<file path="config.mk">
export PLATFORM = sky130hd
export DESIGN_NAME = sp_dma_register_block
export DESIGN_NICKNAME = d
export VERILOG_FILES = /design/src/sdrb_pkg.sv /design/src/sp_dma_register_block.sv
export VERILOG_INCLUDE_DIRS = /design/src /design/src/src
export SDC_FILE = /design/constraint.sdc
export NUM_CORES = 1
export LEC_CHECK = 0
export BUFFER_PORTS_ARGS = -buffer_cell sky130_fd_sc_hd__buf_2
export CAP_MARGIN = 5
export CORE_MARGIN = 1
export CORE_UTILIZATION = 40
export CTS_BUF_LIST = sky130_fd_sc_hd__clkbuf_4 sky130_fd_sc_hd__clkbuf_8 sky130_fd_sc_hd__clkbuf_16
export DETAILED_ROUTE_END_ITERATION = 16
export GPL_ROUTABILITY_DRIVEN = 0
export RECOVER_POWER = 25
export SYNTH_ARGS = -nofsm -noshare
export SYNTH_HDL_FRONTEND = slang
export SYNTH_SLANG_ARGS = --single-unit
</file>
<file path="constraint.sdc">
create_clock -name clk -period 7.3 [get_ports clk]
set_clock_uncertainty 0.15 [all_clocks]
set_input_delay 1.825 -clock clk [delete_from_list [all_inputs] [get_ports clk]]
set_output_delay 1.825 -clock clk [all_outputs]
set_load 0.02 [all_outputs]
</file>
<file path="src/sp_dma_register_block_assert.svh">
// Assertion macros for the SP DMA register block.
// Used by sp_dma_register_block.sv; no other dependencies.
`ifndef SP_DMA_REGISTER_BLOCK_ASSERT_SVH
`define SP_DMA_REGISTER_BLOCK_ASSERT_SVH

// Same-cycle implication, disabled in reset.
`define SDRB_ASSERT_NOW(label, clk, rst_n, cond, prop, msg) \
    label: assert property (@(posedge clk) disable iff (!rst_n) (cond) |-> (prop)) \
        else $error(msg);

// Next-cycle implication, disabled in reset.
`define SDRB_ASSERT_NEXT(label, clk, rst_n, cond, prop, msg) \
    label: assert property (@(posedge clk) disable iff (!rst_n) (cond) |=> (prop)) \
        else $error(msg);

`endif

</file>
<file path="src/sdrb_pkg.sv">
// Package for the SP DMA register block: operation codes, register indexes,
// address masks and memory sizes. No dependencies.
`default_nettype none

package sdrb_pkg;

    localparam int LOCAL_MEM_BYTES = 4096;
    localparam int DRAM_ADDR_BITS  = 24;

    // Beat-aligned masks for the local and DRAM address spaces; DRAM_WR_MASK keeps all 24 bits
    localparam logic [11:0] LOCAL_MASK    = 12'(LOCAL_MEM_BYTES - 1) & 12'hFF8;
    localparam logic [23:0] DRAM_WR_MASK  = 24'((64'd1 << DRAM_ADDR_BITS) - 64'd1);
    localparam logic [23:0] DRAM_MASK     = DRAM_WR_MASK & 24'hFFFFF8;
    localparam logic [11:0] DONE_LEN      = 12'hFF8;

    localparam logic [1:0] OP_READ  = 2'd0;
    localparam logic [1:0] OP_WRITE = 2'd1;
    localparam logic [1:0] OP_TICK  = 2'd2;

    localparam logic [2:0] REG_SP_ADDR   = 3'd0;
    localparam logic [2:0] REG_DRAM_ADDR = 3'd1;
    localparam logic [2:0] REG_RD_LEN    = 3'd2;
    localparam logic [2:0] REG_WR_LEN    = 3'd3;
    localparam logic [2:0] REG_STATUS    = 3'd4;
    localparam logic [2:0] REG_FULL      = 3'd5;
    localparam logic [2:0] REG_BUSY      = 3'd6;
    localparam logic [2:0] REG_SEMAPHORE = 3'd7;

    // Status store: halt, broke, single step, intr-on-break, signals 0..7
    typedef logic [11:0] status_t;
    localparam status_t STATUS_RESET = 12'h001;

endpackage

`default_nettype wire

</file>
<file path="src/sp_dma_register_block.sv">
// SP DMA register block top level: register file, strided DMA address
// sequencer and registered result stage. Depends on sdrb_pkg and
// sp_dma_register_block_assert.svh.
//
//  channel | handshake           | beat contents
//  --------+---------------------+------------------------------------------
//  in      | in_valid / in_stall | op, reg_index, write_data
//  out     | out_valid/out_stall | read_data, beat_*, interrupt_line,
//          |                     | access_error
//
// Every input beat yields exactly one result beat, in the cycle after it is
// taken. All register and address arithmetic sits between the state
// registers and the result register, so a new beat is taken every cycle
// while the result register drains.
// Reset (rst_n low, asynchronous) clears the state and valid registers and sets halt.
// in_stall rises only when a result is held and out_stall is high.
`default_nettype none
`include "sp_dma_register_block_assert.svh"

module sp_dma_register_block
    import sdrb_pkg::*;
(
    input  wire logic        clk,
    input  wire logic        rst_n,

    input  wire logic        in_valid,
    output logic             in_stall,
    input  wire logic [1:0]  op,
    input  wire logic [2:0]  reg_index,
    input  wire logic [31:0] write_data,

    output logic             out_valid,
    input  wire logic        out_stall,
    output logic [31:0]      read_data,
    output logic             beat_valid,
    output logic             beat_to_dram,
    output logic             beat_imem,
    output logic [11:0]      beat_local_addr,
    output logic [23:0]      beat_dram_addr,
    output logic             beat_last,
    output logic             interrupt_line,
    output logic             access_error
);

    // ---------------------------------------------------------------
    // Architectural state
    // ---------------------------------------------------------------
    logic [12:0] shadow_local_reg, shadow_local_next;
    logic [23:0] shadow_dram_reg,  shadow_dram_next;
    logic [11:0] cur_local_reg,    cur_local_next;
    logic        cur_bank_reg,     cur_bank_next;
    logic [23:0] cur_dram_reg,     cur_dram_next;
    logic [31:0] length_reg,       length_next;
    logic [12:0] row_bytes_reg,    row_bytes_next;
    logic [8:0]  beat_in_row_reg,  beat_in_row_next;
    logic [7:0]  rows_left_reg,    rows_left_next;
    logic        busy_reg,         busy_next;
    logic        dir_reg,          dir_next;
    status_t     status_reg,       status_next;
    logic        sem_reg,          sem_next;
    logic        irq_reg,          irq_next;

    // Result stage
    logic        out_valid_reg;
    logic [31:0] rd_reg,    rd_next;
    logic        bv_reg,    bv_next;
    logic        bdir_reg,  bdir_next;
    logic        bimem_reg, bimem_next;
    logic [11:0] bloc_reg,  bloc_next;
    logic [23:0] bdram_reg, bdram_next;
    logic        blast_reg, blast_next;
    logic        err_reg,   err_next;

    logic        accept;

    // Datapath helpers
    logic [11:0] beat_off;
    logic [11:0] beat_local;
    logic [23:0] beat_dram;
    logic [9:0]  row_beats;
    logic        row_end;
    logic [11:0] skip;
    logic [11:0] local_row_next;
    logic [23:0] dram_row;
    logic [23:0] dram_row_skip;
    logic [31:0] status_word;
    status_t     status_wr;

    // Hold the input while a finished result waits downstream
    assign in_stall = out_valid_reg & out_stall;
    assign accept   = in_valid & ~in_stall;

    // Beat address arithmetic for the current position in the row
    assign beat_off       = {beat_in_row_reg, 3'b000};
    assign beat_local     = (cur_local_reg + beat_off) & LOCAL_MASK;
    assign beat_dram      = (cur_dram_reg + {12'b0, beat_off}) & DRAM_MASK;
    assign row_beats      = row_bytes_reg[12:3];
    assign row_end        = ({1'b0, beat_in_row_reg} + 10'd1) >= row_beats;
    assign skip           = length_reg[31:20];
    assign local_row_next = (cur_local_reg + row_bytes_reg[11:0]) & LOCAL_MASK;
    assign dram_row       = cur_dram_reg + {11'b0, row_bytes_reg};
    assign dram_row_skip  = dram_row + {12'b0, skip};

    // Status as seen on a read: full flags always clear, busy from the DMA
    assign status_word = {17'b0, status_reg[11:4], status_reg[3:2], 2'b00,
                          busy_reg, status_reg[1:0]};

    // Status write: set/clear pairs, both together leave the bit alone;
    // halt clear wins over halt set, and broke has a clear bit only
    always_comb
    begin
        status_wr = status_reg;
        if (write_data[0])
        begin
            status_wr[0] = 1'b0;
        end
        else if (write_data[1])
        begin
            status_wr[0] = 1'b1;
        end
        if (write_data[2])
        begin
            status_wr[1] = 1'b0;
        end
        for (int k = 0; k < 10; k++)
        begin
            if (write_data[5 + 2 * k] && !write_data[6 + 2 * k])
            begin
                status_wr[2 + k] = 1'b0;
            end
            if (write_data[6 + 2 * k] && !write_data[5 + 2 * k])
            begin
                status_wr[2 + k] = 1'b1;
            end
        end
    end

    // ---------------------------------------------------------------
    // Next state and result for the beat on the input
    // ---------------------------------------------------------------
    always_comb
    begin
        shadow_local_next = shadow_local_reg;
        shadow_dram_next  = shadow_dram_reg;
        cur_local_next    = cur_local_reg;
        cur_bank_next     = cur_bank_reg;
        cur_dram_next     = cur_dram_reg;
        length_next       = length_reg;
        row_bytes_next    = row_bytes_reg;
        beat_in_row_next  = beat_in_row_reg;
        rows_left_next    = rows_left_reg;
        busy_next         = busy_reg;
        dir_next          = dir_reg;
        status_next       = status_reg;
        sem_next          = sem_reg;
        irq_next          = irq_reg;

        rd_next    = 32'b0;
        bv_next    = 1'b0;
        bdir_next  = 1'b0;
        bimem_next = 1'b0;
        bloc_next  = 12'b0;
        bdram_next = 24'b0;
        blast_next = 1'b0;
        err_next   = 1'b0;

        unique case (op)
            OP_READ:
            begin
                unique case (reg_index)
                    REG_SP_ADDR:   rd_next = {19'b0, cur_bank_reg, cur_local_reg};
                    REG_DRAM_ADDR: rd_next = {8'b0, cur_dram_reg};
                    REG_RD_LEN,
                    REG_WR_LEN:    rd_next = length_reg;
                    REG_STATUS:    rd_next = status_word;
                    REG_FULL:      rd_next = 32'b0;
                    REG_BUSY:      rd_next = {31'b0, busy_reg};
                    REG_SEMAPHORE:
                    begin
                        // Reading takes the semaphore
                        rd_next  = {31'b0, sem_reg};
                        sem_next = 1'b1;
                    end
                endcase
            end
            OP_WRITE:
            begin
                unique case (reg_index)
                    REG_SP_ADDR:   shadow_local_next = write_data[12:0];
                    REG_DRAM_ADDR: shadow_dram_next  = write_data[23:0] & DRAM_WR_MASK;
                    REG_RD_LEN,
                    REG_WR_LEN:
                    begin
                        // Drop a length write while a transfer runs
                        if (!busy_reg)
                        begin
                            length_next      = write_data;
                            cur_local_next   = shadow_local_reg[11:0] & LOCAL_MASK;
                            cur_bank_next    = shadow_local_reg[12];
                            cur_dram_next    = shadow_dram_reg & DRAM_MASK;
                            row_bytes_next   = ({1'b0, write_data[11:0]} + 13'd8)
                                               & ~13'h7;
                            rows_left_next   = write_data[19:12];
                            beat_in_row_next = 9'd0;
                            dir_next         = (reg_index == REG_WR_LEN);
                            busy_next        = 1'b1;
                        end
                    end
                    REG_STATUS:
                    begin
                        status_next = status_wr;
                        if (write_data[3] && !write_data[4])
                        begin
                            irq_next = 1'b0;
                        end
                        if (write_data[4] && !write_data[3])
                        begin
                            irq_next = 1'b1;
                        end
                    end
                    REG_FULL,
                    REG_BUSY:      err_next = 1'b1;
                    REG_SEMAPHORE:
                    begin
                        if (write_data == 32'b0)
                        begin
                            sem_next = 1'b0;
                        end
                        else
                        begin
                            err_next = 1'b1;
                        end
                    end
                endcase
            end
            OP_TICK:
            begin
                if (busy_reg)
                begin
                    bv_next    = 1'b1;
                    bdir_next  = dir_reg;
                    bimem_next = cur_bank_reg;
                    bloc_next  = beat_local;
                    bdram_next = beat_dram;
                    if (row_end)
                    begin
                        cur_local_next   = local_row_next;
                        beat_in_row_next = 9'd0;
                        if (rows_left_reg == 8'd0)
                        begin
                            // Last row: no skip, park the done length
                            blast_next    = 1'b1;
                            cur_dram_next = dram_row & DRAM_MASK;
                            length_next   = {skip, 8'b0, DONE_LEN};
                            busy_next     = 1'b0;
                        end
                        else
                        begin
                            cur_dram_next  = dram_row_skip & DRAM_MASK;
                            rows_left_next = rows_left_reg - 8'd1;
                        end
                    end
                    else
                    begin
                        beat_in_row_next = beat_in_row_reg + 9'd1;
                    end
                end
            end
            default:
            begin
                rd_next = 32'b0;
            end
        endcase
    end

    // ---------------------------------------------------------------
    // State registers: advance on every accepted beat
    // ---------------------------------------------------------------
    always_ff @(posedge clk or negedge rst_n)
    begin
        if (!rst_n)
        begin
            shadow_local_reg <= '0;
            shadow_dram_reg  <= '0;
            cur_local_reg    <= '0;
            cur_bank_reg     <= 1'b0;
            cur_dram_reg     <= '0;
            length_reg       <= '0;
            row_bytes_reg    <= '0;
            beat_in_row_reg  <= '0;
            rows_left_reg    <= '0;
            busy_reg         <= 1'b0;
            dir_reg          <= 1'b0;
            status_reg       <= STATUS_RESET;
            sem_reg          <= 1'b0;
            irq_reg          <= 1'b0;
        end
        else if (accept)
        begin
            shadow_local_reg <= shadow_local_next;
            shadow_dram_reg  <= shadow_dram_next;
            cur_local_reg    <= cur_local_next;
            cur_bank_reg     <= cur_bank_next;
            cur_dram_reg     <= cur_dram_next;
            length_reg       <= length_next;
            row_bytes_reg    <= row_bytes_next;
            beat_in_row_reg  <= beat_in_row_next;
            rows_left_reg    <= rows_left_next;
            busy_reg         <= busy_next;
            dir_reg          <= dir_next;
            status_reg       <= status_next;
            sem_reg          <= sem_next;
            irq_reg          <= irq_next;
        end
    end

    // Result valid: set on accept, drop once taken
    always_ff @(posedge clk or negedge rst_n)
    begin
        if (!rst_n)
        begin
            out_valid_reg <= 1'b0;
        end
        else if (accept)
        begin
            out_valid_reg <= 1'b1;
        end
        else if (!out_stall)
        begin
            out_valid_reg <= 1'b0;
        end
    end

    // Result payload: hold while stalled, load on accept
    always_ff @(posedge clk)
    begin
        if (accept)
        begin
            rd_reg    <= rd_next;
            bv_reg    <= bv_next;
            bdir_reg  <= bdir_next;
            bimem_reg <= bimem_next;
            bloc_reg  <= bloc_next;
            bdram_reg <= bdram_next;
            blast_reg <= blast_next;
            err_reg   <= err_next;
        end
    end

    logic irq_out_reg;

    always_ff @(posedge clk)
    begin
        if (accept)
        begin
            irq_out_reg <= irq_next;
        end
    end

    assign out_valid       = out_valid_reg;
    assign read_data       = rd_reg;
    assign beat_valid      = bv_reg;
    assign beat_to_dram    = bdir_reg;
    assign beat_imem       = bimem_reg;
    assign beat_local_addr = bloc_reg;
    assign beat_dram_addr  = bdram_reg;
    assign beat_last       = blast_reg;
    assign interrupt_line  = irq_out_reg;
    assign access_error    = err_reg;

    // ---------------------------------------------------------------
    // Assertions
    // ---------------------------------------------------------------
    `SDRB_ASSERT_NOW(a_idle_beat_zero, clk, rst_n,
        out_valid_reg && !bv_reg,
        bloc_reg == 12'b0 && bdram_reg == 24'b0 && !blast_reg && !bdir_reg,
        "beat fields set without a beat")
    `SDRB_ASSERT_NOW(a_last_ends_dma, clk, rst_n,
        out_valid_reg && blast_reg,
        bv_reg && !busy_reg,
        "last beat left the DMA busy")
    `SDRB_ASSERT_NOW(a_error_no_data, clk, rst_n,
        out_valid_reg && err_reg,
        rd_reg == 32'b0 && !bv_reg,
        "access error with read data or beat")
    `SDRB_ASSERT_NEXT(a_tick_when_busy, clk, rst_n,
        accept && op == OP_TICK && busy_reg,
        out_valid_reg && bv_reg,
        "tick on a running transfer gave no beat")

endmodule

`default_nettype wire
</file>
==> results of run 1 <==
## per-stage QoR
step,cell area (sq um),total power [mW]
after CTS,13500,4.18
after detailed placement,12700,2.90
after global placement,12700,2.89
final,13500,4.17
after floorplan,11900,2.54
after global routing,13500,4.41
## cell usage after synthesis, types with 15 or more instances
library cell	n
dfrtp_1	136
nor2_1	116
a21oi_1	108
nand2_1	107
o21ai_0	96
ha_1	75
edfxtp_1	68
inv_1	61
clkbuf_1	50
xnor2_1	38
mux2_2	36
and3_1	32
xor2_1	31
nand3_1	24
nor3_1	24
o211ai_1	17
a21o_1	15
## cells in the final DEF (no fill, tap or decap), drive strengths merged, types with 7 or more instances in the layout
master and n:
dfrtp 136, nor2 116, a21oi 108, nand2 107, buf 99, o21ai 96
ha 75, edfxtp 68, inv 61, clkbuf 57, xnor2 38, mux2 36
and3 32, xor2 31, nand3 25, nor3 24, o211ai 17, a21o 16
nor4 13, nand2b 12, o22ai 12, nor2b 11, mux2i 10, a211oi 9
nand4 9, a22o 7
## where the power goes
part | switching [mW] | total, mW | internal, mW
clock | 0.487 | 1.26 | 0.771
combinational | 0.751 | 1.28 | 0.531
sequential | 0.239 | 1.63 | 1.39
total | 1.48 | 4.17 | 2.69
## critical path: cells and delay by family
family / cells / cell delay [ps]
simple gates: 5 / 2240
buf+inv: 2 / 1440
mux: 1 / 410
## worst max path at each step
stage / from / to / slack (ps) / cells past startpoint
final: out_stall / length_reg[20]$_DFFE_PN0P_ / 1580 / 8
after global routing: out_stall / length_reg[20]$_DFFE_PN0P_ / 1360 / 8
after CTS: reg_index[2] / rows_left_reg[2]$_DFFE_PN0P_ / 2710 / 10
after detailed placement: reg_index[2] / rows_left_reg[3]$_DFFE_PN0P_ / 2140 / 10
after global placement: out_stall / length_reg[16]$_DFFE_PN0P_ / 2280 / 10
after floorplan: out_stall / rows_left_reg[3]$_DFFE_PN0P_ / 890 / 11
## per-layer routing
| metal | routed length (microns) | global-route usage | part of all wire | up-vias |
|---|---|---|---|---|
| met3 | 2080 | 0.0287 | 0.061 | 52 |
| met2 | 14800 | 0.340 | 0.44 | 331 |
| li1 | - | - | - | 4509 |
| met4 | 703 | 0.0567 | 0.021 | 0 |
| met5 | 0 | 0 | 0 | - |
| met1 | 16400 | 0.335 | 0.48 | 4575 |
## area by class of cell
cell class,count,share of cell area
clock buffer,34,0.0546
clock inverter,9,0.00743
timing repair buffer,122,0.0455
tap,384,0.0357
inverter,61,0.0170
multi-input combinational,892,0.433
sequential,205,0.406
## kinds of logic (layout without fill, tap and decap cells)
family                   after synthesis  after routing  share of synthesized area
adder cells (fa/ha/maj)               80             80                     0.0876
XOR/XNOR                              69             69                     0.0510
multiplexers                          46             46                     0.0427
AO/OA/AOI/OAI                        318            318                      0.162
AND/OR/NAND/NOR                      373            373                      0.148
other                                  1              6                   0.000316
flip-flops                           205            205                      0.462
buffers and inverters                127            226                     0.0472
==> results.json, run 1 <==
{
  "slew-limit-headroom": -0.903,
  "initial_core_util": 0.409,
  "rr_endpoint": "length_reg[20]$_DFFE_PN0P_",
  "cts_tree": "done",
  "wirelength_microns": 34000,
  "hold_class": "reg2reg",
  "drc": 0,
  "crit_fanout": 35,
  "async_flop_share": 0.668,
  "grt_usage": 0.224,
  "hold_violations": 0,
  "cts_root_buf": "clkbuf_16",
  "via_per_inst": 5.55,
  "core-area_sq_um": 28900,
  "timing.final.max_slew_violations": 89,
  "fillers": 2754,
  "layout-drive-gt1-share": 0.144,
  "vias": 9467,
  "syn_to_final_growth_pct": 13.7,
  "path_class": "in2reg",
  "netlist_area_sq_um": 11800,
  "synth_edf_count": 68,
  "cts_resized": 0,
  "ys_types": 63,
  "antenna_found_initial": 0,
  "numCtsBuffers": 24,
  "grt_max_degree": 72,
  "final_cells": 1707,
  "die_x_microns": 174,
  "synth_top_cell_by_area": "dfrtp_1",
  "grt_overflow": 0,
  "ios": 117,
  "cpPeakStageDelay_ps": 1350,
  "hold_slack_ps": 329,
  "final.setup.worst_slack_ps": 1580,
  "path_cells": "buf_2, and2_0, nor2b_1, clkbuf_1, nand2_1, or3_1, nand2b_1, mux2_2",
  "fin_crit_sh": 0.783,
  "worstPathArrival_ps": 5960,
  "r2r_slack_ps": 2630,
  "endpoint_kind": "flop",
  "htreeDepth": 1,
  "crit_slowest_cell": "clkbuf_1",
  "ys_warn_count": 0,
  "synthCells": 1219,
  "status": "complete, but fails checks",
  "p_per_area_nw_per_um2": 310,
  "syn_area_per_cell_sq_um": 9.72,
  "finish.utilization": 0.465,
  "fin_crit_ps": 5720,
  "first_pass_iters": 5,
  "ys_ff_latch": 205,
  "cts_setup_buffers": 0,
  "whs_path_depth": 2,
  "tightest_slew_ps": 2850,
  "avgRoutedWirePerCell_microns": 19.9,
  "place_ws_ps": 2140,
  "dr.first_iter.drc_count": 891,
  "tns_ps": 0,
  "placement.io_buffers": 110,
  "cp.required_ps": 7540,
  "synth.area.top_cells": "dfrtp_1, edfxtp_1, ha_1",
  "ctsHoldBuffers": 0,
  "hold_start": "dir_reg$_DFFE_PN0P_",
  "fmax_ghz": 0.175,
  "clk_path_buf_depth": 3,
  "synth_top_area_frac": 0.287,
  "die-area_sq_um": 30300,
  "regArea_sq_um": 5470,
  "antenna_left": 0,
  "synth_ff_type": "dfrtp_1",
  "grt_pass1_vias": 9115,
  "grt_pass1_wl_microns": 52700,
  "seq_area_frac_synth": 0.462,
  "setup_viol_count_final": 0,
  "min_to": "dir_reg$_DFFE_PN0P_",
  "clock_sinks": 205,
  "cap_violations": 2,
  "worst_setup_path_start_kind": "input pin",
  "violations": "max-capacitance violations, max-slew violations",
  "clock_latency_ps": 520,
  "r2r-start": "out_valid$_DFFE_PN0P_",
  "rsz0062_at_grt": "false",
  "rows": 62,
  "ir_worst_vdd_v": 0.000134,
  "multi_input_area_sq_um": 5840,
  "nNetsFinal": 1427,
  "place_inst": 1664,
  "clk_pin_slew_ps": 60,
  "reg2reg_depth": 7,
  "p_leak_nw": 6.00,
  "die_y_microns": 174,
  "place_hpwl_microns": 24800,
  "diodes": 0
}
Power figures use the tool's default switching activity.
==> run 2, diff against run 1 <==
==> constraint.sdc (replaced) <==
create_clock -name clk -period 5.6 [get_ports clk]
set_clock_uncertainty 0.15 [all_clocks]
set_input_delay 1.4 -clock clk [delete_from_list [all_inputs] [get_ports clk]]
set_output_delay 1.4 -clock clk [all_outputs]
set_load 0.02 [all_outputs]
==> run 2 against run 1 <==
Effect of this change:
- core utilization rose by 0.13 points
- sequential cell count did not move
- non-clock buffer count rose by 4
- cell area rose by 0.28%
- routed wire length rose by 1.2%
- worst setup slack got worse by 430 ps
- first-iteration DRC count fell by 18%
- sequential power rose by 30%
- global-route usage rose by 0.41 points
- critical endpoint is now cur_dram_reg[22]$_DFFE_PN0P_
- the run still ends with max-capacitance violations, max-slew violations left
- combinational power rose by 31%
- sequential share of layout area fell by 0.11 points
==> results.json, run 2 (synthesis results as in run 1) <==
{
  "status": "complete, but fails checks",
  "violations": "max-capacitance violations, max-slew violations",
  "antenna_left": 0,
  "path_cells": "ha_1, a21o_2, a21oi_1, nand2_1, a21o_1, a21oi_1, xnor2_1, ha_1, o211ai_1, o21bai_1, a21o_1, a211oi_1, o2111ai_1, nor3_1, nor4_1, nand3b_1",
  "tns_ps": 0,
  "crit_buf_inv": 0,
  "layout_commonest_cell": "dfrtp_1",
  "hold_start": "shadow_local_reg[4]$_DFFE_PN0P_",
  "crit_slowest_cell": "dfrtp_1",
  "fillers": 2779,
  "wirelength_microns": 34400,
  "cts_resized": 0,
  "clk_path_buf_depth": 3,
  "rows": 62,
  "place_hpwl_microns": 25100,
  "grt_pass1_wl_microns": 53600,
  "ir_worst_vdd_v": 0.000220,
  "layout_common_cells": "dfrtp_1, nor2_1, buf_2, a21oi_1, nand2_1",
  "cts_root_buf": "clkbuf_16",
  "worst_setup_path_start_kind": "flop",
  "core-area_sq_um": 28900,
  "die-area_sq_um": 30300,
  "r2r_slack_ps": 1150,
  "vias": 9438,
  "path_delay_family": "compound AO/OA/AOI/OAI gates",
  "die_x_microns": 174,
  "min_to": "shadow_local_reg[4]$_DFFE_PN0P_",
  "grt_usage": 0.228,
  "clock_sinks": 205,
  "layout-drive-gt1-share": 0.166,
  "diodes": 0,
  "htreeDepth": 1,
  "grt_pass1_vias": 9325,
  "fin_crit_ps": 4450,
  "die_y_microns": 174,
  "cap_violations": 1,
  "rr_endpoint": "cur_dram_reg[22]$_DFFE_PN0P_",
  "setup_viol_count_final": 0,
  "rsz0062_at_grt": "false",
  "cpPeakStageDelay_ps": 430,
  "ctsHoldBuffers": 0,
  "fin_crit_sh": 0.794,
  "first_pass_iters": 5,
  "tightest_slew_ps": 2840,
  "clock_latency_ps": 530,
  "antenna_found_initial": 0,
  "reg2reg_depth": 16,
  "timing.final.max_slew_violations": 107,
  "placement.io_buffers": 110,
  "initial_core_util": 0.409,
  "dr.first_iter.drc_count": 730,
  "drc": 0,
  "worstPathArrival_ps": 4700,
  "grt_overflow": 0,
  "dpl_cell_area_sq_um": 12700,
  "avgRoutedWirePerCell_microns": 20.1,
  "nNetsFinal": 1431,
  "hold_class": "reg2reg",
  "ios": 117,
  "syn_to_final_growth_pct": 14.0,
  "whs_path_depth": 2,
  "cp.required_ps": 5850,
  "cts_setup_buffers": 0,
  "p_per_area_nw_per_um2": 399,
  "endpoint_kind": "flop",
  "hold_violations": 0,
  "clk_pin_slew_ps": 60,
  "via_per_inst": 5.51,
  "numCtsBuffers": 24,
  "slew-limit-headroom": -0.892,
  "r2r-start": "cur_dram_reg[6]$_DFFE_PN0P_",
  "path_depth": 16,
  "grt_max_degree": 107,
  "cts_tree": "done",
  "final_area_sq_um": 13500,
  "crit_fanout": 5,
  "p_leak_nw": 6.08,
  "fmax_ghz": 0.225,
  "path_class": "reg2reg"
}
==> run 2: cell types whose count changed in the layout (fill, tap and decap cells not counted) <==
cell | previous run | this run
ha_1 | 75 | 74
nor2b_1 | 11 | 10
nor2b_4 | 0 | 1
bufinv_16 | 2 | 1
ha_2 | 0 | 1
clkbuf_8 | 4 | 2
buf_4 | 10 | 15
clkbuf_2 | 0 | 2
buf_6 | 1 | 0
clkbuf_4 | 4 | 7
clkbuf_1 | 23 | 0
buf_2 | 88 | 109
clkinvlp_4 | 1 | 2
==> run 2: report_power, final <==
part           switching (mW)  internal [mW]
logic                   0.981          0.696
registers               0.308           1.81
clock network           0.641          0.953
total                    1.93           3.46
==> run 2: final cells by class <==
cell class	count	area (sq um)	area share
clock buffers	35	731	0.0541
clock inverters	9	77.6	0.00574
flip-flops and latches	205	5470	0.405
multi-input cells	892	5850	0.433
repair buffers	126	668	0.0495
well taps	384	480	0.0356
inverters	61	229	0.0170
==> run 2: worst max path at each step <==
stage,start,end
floorplan,out_stall,rows_left_reg[3]$_DFFE_PN0P_
global placement,out_stall,rows_left_reg[2]$_DFFE_PN0P_
detailed placement,out_stall,rows_left_reg[3]$_DFFE_PN0P_
CTS,cur_dram_reg[3]$_DFFE_PN0P_,cur_dram_reg[22]$_DFFE_PN0P_
global route,cur_dram_reg[3]$_DFFE_PN0P_,cur_dram_reg[20]$_DFFE_PN0P_
finish,cur_dram_reg[6]$_DFFE_PN0P_,cur_dram_reg[22]$_DFFE_PN0P_
==> run 2: tightest hold or removal path, delay by kind of cell (launching register included) <==
family / cells / cell delay [ps]
AO/OA/AOI/OAI: 1 / 60
flip-flops: 1 / 340
AND/OR/NAND/NOR: 1 / 50
==> run 2: per-layer routing <==
metal	track usage	part of all wire	vias up
li1	-	-	4512
met1	0.332	0.47	4528
met3	0.0352	0.065	66
met4	0.0811	0.031	0
met5	0	0	-
met2	0.342	0.43	332
==> run 2: per-stage QoR <==
step	setup WS [ps]	hold WS, ps	cells	power, mW	util
floorplan	955	292	1224	3.31	-
global route	845	360	1712	5.70	0.467
CTS	1220	337	1712	5.40	0.467
finish	1150	340	1712	5.39	0.467
detailed placement	964	325	1668	3.78	0.439
global placement	1080	312	1668	3.76	0.439
==> run 3, diff against run 2 <==
--- a/config.mk
+++ b/config.mk
@@ -6,6 +6,7 @@
 export SDC_FILE = /design/constraint.sdc
 export NUM_CORES = 1
 export LEC_CHECK = 0
+export ABC_AREA = 1
 export BUFFER_PORTS_ARGS = -buffer_cell sky130_fd_sc_hd__buf_2
 export CAP_MARGIN = 5
 export CORE_MARGIN = 1
==> constraint.sdc (replaced) <==
create_clock -name clk -period 4.4 [get_ports clk]
set_clock_uncertainty 0.15 [all_clocks]
set_input_delay 1.1 -clock clk [delete_from_list [all_inputs] [get_ports clk]]
set_output_delay 1.1 -clock clk [all_outputs]
set_load 0.02 [all_outputs]
==> run 3 against run 2 <==
Effect of this change:
- the run still ends with max-capacitance violations, max-slew violations left
- clock power rose by 33%
- sequential share of layout area fell by 2.1 points
- sequential cell count did not move
- register-to-register slack got worse by 550 ps
- critical endpoint is now length_reg[13]$_DFFE_PN0P_
- largest power group is now combinational cells
- sequential power rose by 34%
- non-clock buffer count rose by 1
- clock-buffer cell count fell by 1
- die area rose by 4.7%
- fmax rose by 17%
==> results.json, run 3 <==
{
  "status": "complete, but fails checks",
  "violations": "max-capacitance violations, max-slew violations",
  "grt_pass1_vias": 10300,
  "numCtsBuffers": 25,
  "endpoint_kind": "flop",
  "whs_path_depth": 2,
  "hold_violations": 0,
  "synthSimpleGateAreaFrac": 0.214,
  "cts_resized": 0,
  "synthTopCellsByCount": "nand2_1, inv_1, nor2_1",
  "tns_ps": 0,
  "cp.required_ps": 4700,
  "fin_crit_sh": 0.862,
  "hold_start": "shadow_local_reg[12]$_DFFE_PN0P_",
  "p_leak_nw": 6.87,
  "synth_top_family_by_area": "simple AND/OR/NAND/NOR gates",
  "initial_core_util": 0.406,
  "synth.mux.area_fraction": 0.00998,
  "ys_ff_latch": 205,
  "netlist_area_sq_um": 12400,
  "ios": 117,
  "r2r-start": "beat_in_row_reg[1]$_DFFE_PN0P_",
  "die-area_sq_um": 31700,
  "clock_sinks": 205,
  "nNetsFinal": 1757,
  "via_per_inst": 5.26,
  "rr_endpoint": "length_reg[13]$_DFFE_PN0P_",
  "die_y_microns": 178,
  "drc": 0,
  "layout_common_cells": "nand2_1, inv_1, nor2_1, dfrtp_1, buf_2",
  "hold_class": "reg2reg",
  "layout-drive-gt1-share": 0.132,
  "path_class": "reg2reg",
  "finish.utilization": 0.465,
  "seq_area_frac_synth": 0.441,
  "core-area_sq_um": 30600,
  "grt_max_degree": 70,
  "reg2reg_depth": 21,
  "cap_violations": 1,
  "avgRoutedWirePerCell_microns": 17.5,
  "synth-compound-area-share": 0.139,
  "die_x_microns": 178,
  "crit_fanout": 33,
  "final_area_sq_um": 14200,
  "yosysMostFrequentCell": "nand2_1",
  "cts_setup_buffers": 0,
  "slew-limit-headroom": -0.249,
  "grt_pass1_wl_microns": 57000,
  "fillers": 3112,
  "place_hpwl_microns": 27000,
  "place_ws_ps": 716,
  "synthXorXnorAreaFrac": 0.0247,
  "vias": 10800,
  "setup_viol_count_final": 0,
  "antenna_found_initial": 0,
  "syn_to_final_growth_pct": 14.6,
  "placement.io_buffers": 110,
  "grt_overflow": 0,
  "ys_types": 58,
  "timing.final.max_slew_violations": 69,
  "p_per_area_nw_per_um2": 618,
  "fmax_ghz": 0.264,
  "wirelength_microns": 36000,
  "ir_worst_vdd_v": 0.000342,
  "layout_commonest_cell": "nand2_1",
  "r2r_slack_ps": 610,
  "fin_crit_ps": 3790,
  "grt_usage": 0.233,
  "final.setup.worst_slack_ps": 607,
  "clock_latency_ps": 540,
  "diodes": 0,
  "rsz0062_at_grt": "false",
  "synthCells": 1524,
  "dr.first_iter.drc_count": 988,
  "total_power_mw": 8.79,
  "dpl_cell_area_sq_um": 13400,
  "ys_warn_count": 0,
  "clk_pin_slew_ps": 60,
  "cts_root_buf": "clkbuf_16",
  "htreeDepth": 1,
  "cts_tree": "done",
  "rows": 64,
  "first_pass_iters": 6,
  "min_to": "cur_bank_reg$_DFFE_PN0P_",
  "worst_setup_path_start_kind": "flop",
  "syn_area_per_cell_sq_um": 8.15,
  "tightest_slew_ps": 1870,
  "clk_path_buf_depth": 3,
  "synth_fa_ha_area_frac": 0.0836,
  "antenna_left": 0,
  "worstPathArrival_ps": 4090,
  "synth_edf_count": 68,
  "async_flop_share": 0.668,
  "synth.area.top_cells": "dfrtp_1, edfxtp_1, nand2_1",
  "synth_top_cell_by_area": "dfrtp_1",
  "synth_ff_type": "dfrtp_1",
  "ctsHoldBuffers": 0,
  "synth_top_area_frac": 0.274
}
[run 3: cells by family (layout without fill, tap and decap cells)]
group           count (synthesis)  in the layout
compound gates                292            292
simple gates                  634            634
other cells                     1              6
buf+inv                       266            392
xor+xnor                       35             35
fa+ha+maj                      80             80
flops                         205            205
mux                            11             11
[run 3: stage by stage]
step                      std cells  hold slack, ps
after CTS                      2051             325
after floorplan                1529             292
after detailed placement       2005             310
after global routing           2051             349
after global placement         2005             306
final                          2051             329
[run 3: critical path: stages (launching register included)]
cell,delay (ps)
dfrtp_1,390
inv_1,140
nor3_1,210
inv_1,70
nor2_1,120
inv_1,70
nor2_1,80
inv_1,70
nor2_1,110
xor2_1,160
inv_1,80
ha_1,290
nand2_1,100
nor2_1,60
o211ai_1,80
and3_1,190
o41ai_2,130
o21ai_4,190
clkinv_4,240
nand2_2,520
nand2_1,130
o21ai_1,100
[run 3: power breakdown]
part / switching, mW / internal [mW]
clock network: 0.840 / 1.28
registers: 0.454 / 2.39
logic: 2.49 / 1.33
total: 3.79 / 5.00
[run 3: metal layers]
layer,wire [microns],GRT usage,up-vias
met5,0,0,-
met4,861,0.0646,0
li1,-,-,5282
met2,16000,0.364,347
met1,16600,0.339,5096
met3,2460,0.0281,55
[run 3: how the worst max path moves through the flow]
stage	end	from	cells after the start	slack (ps)
final	length_reg[13]$_DFFE_PN0P_	beat_in_row_reg[1]$_DFFE_PN0P_	21	610
after CTS	length_reg[19]$_DFFE_PN0P_	beat_in_row_reg[1]$_DFFE_PN0P_	21	670
after global placement	cur_dram_reg[18]$_DFFE_PN0P_	cur_dram_reg[3]$_DFFE_PN0P_	17	800
after detailed placement	cur_dram_reg[18]$_DFFE_PN0P_	cur_dram_reg[3]$_DFFE_PN0P_	17	720
after floorplan	length_reg[15]$_DFFE_PN0P_	out_stall	14	580
after global routing	length_reg[13]$_DFFE_PN0P_	beat_in_row_reg[1]$_DFFE_PN0P_	21	250
[run 3: cell type report]
class | instances | area, sq um | share of cell area
Inverter | 219 | 827 | 0.0581
Clock buffer | 34 | 724 | 0.0509
Multi-Input combinational cell | 1058 | 5890 | 0.414
Tap cell | 396 | 495 | 0.0348
Sequential cell | 205 | 5470 | 0.385
Clock inverter | 12 | 128 | 0.00897
Timing Repair Buffer | 127 | 691 | 0.0485
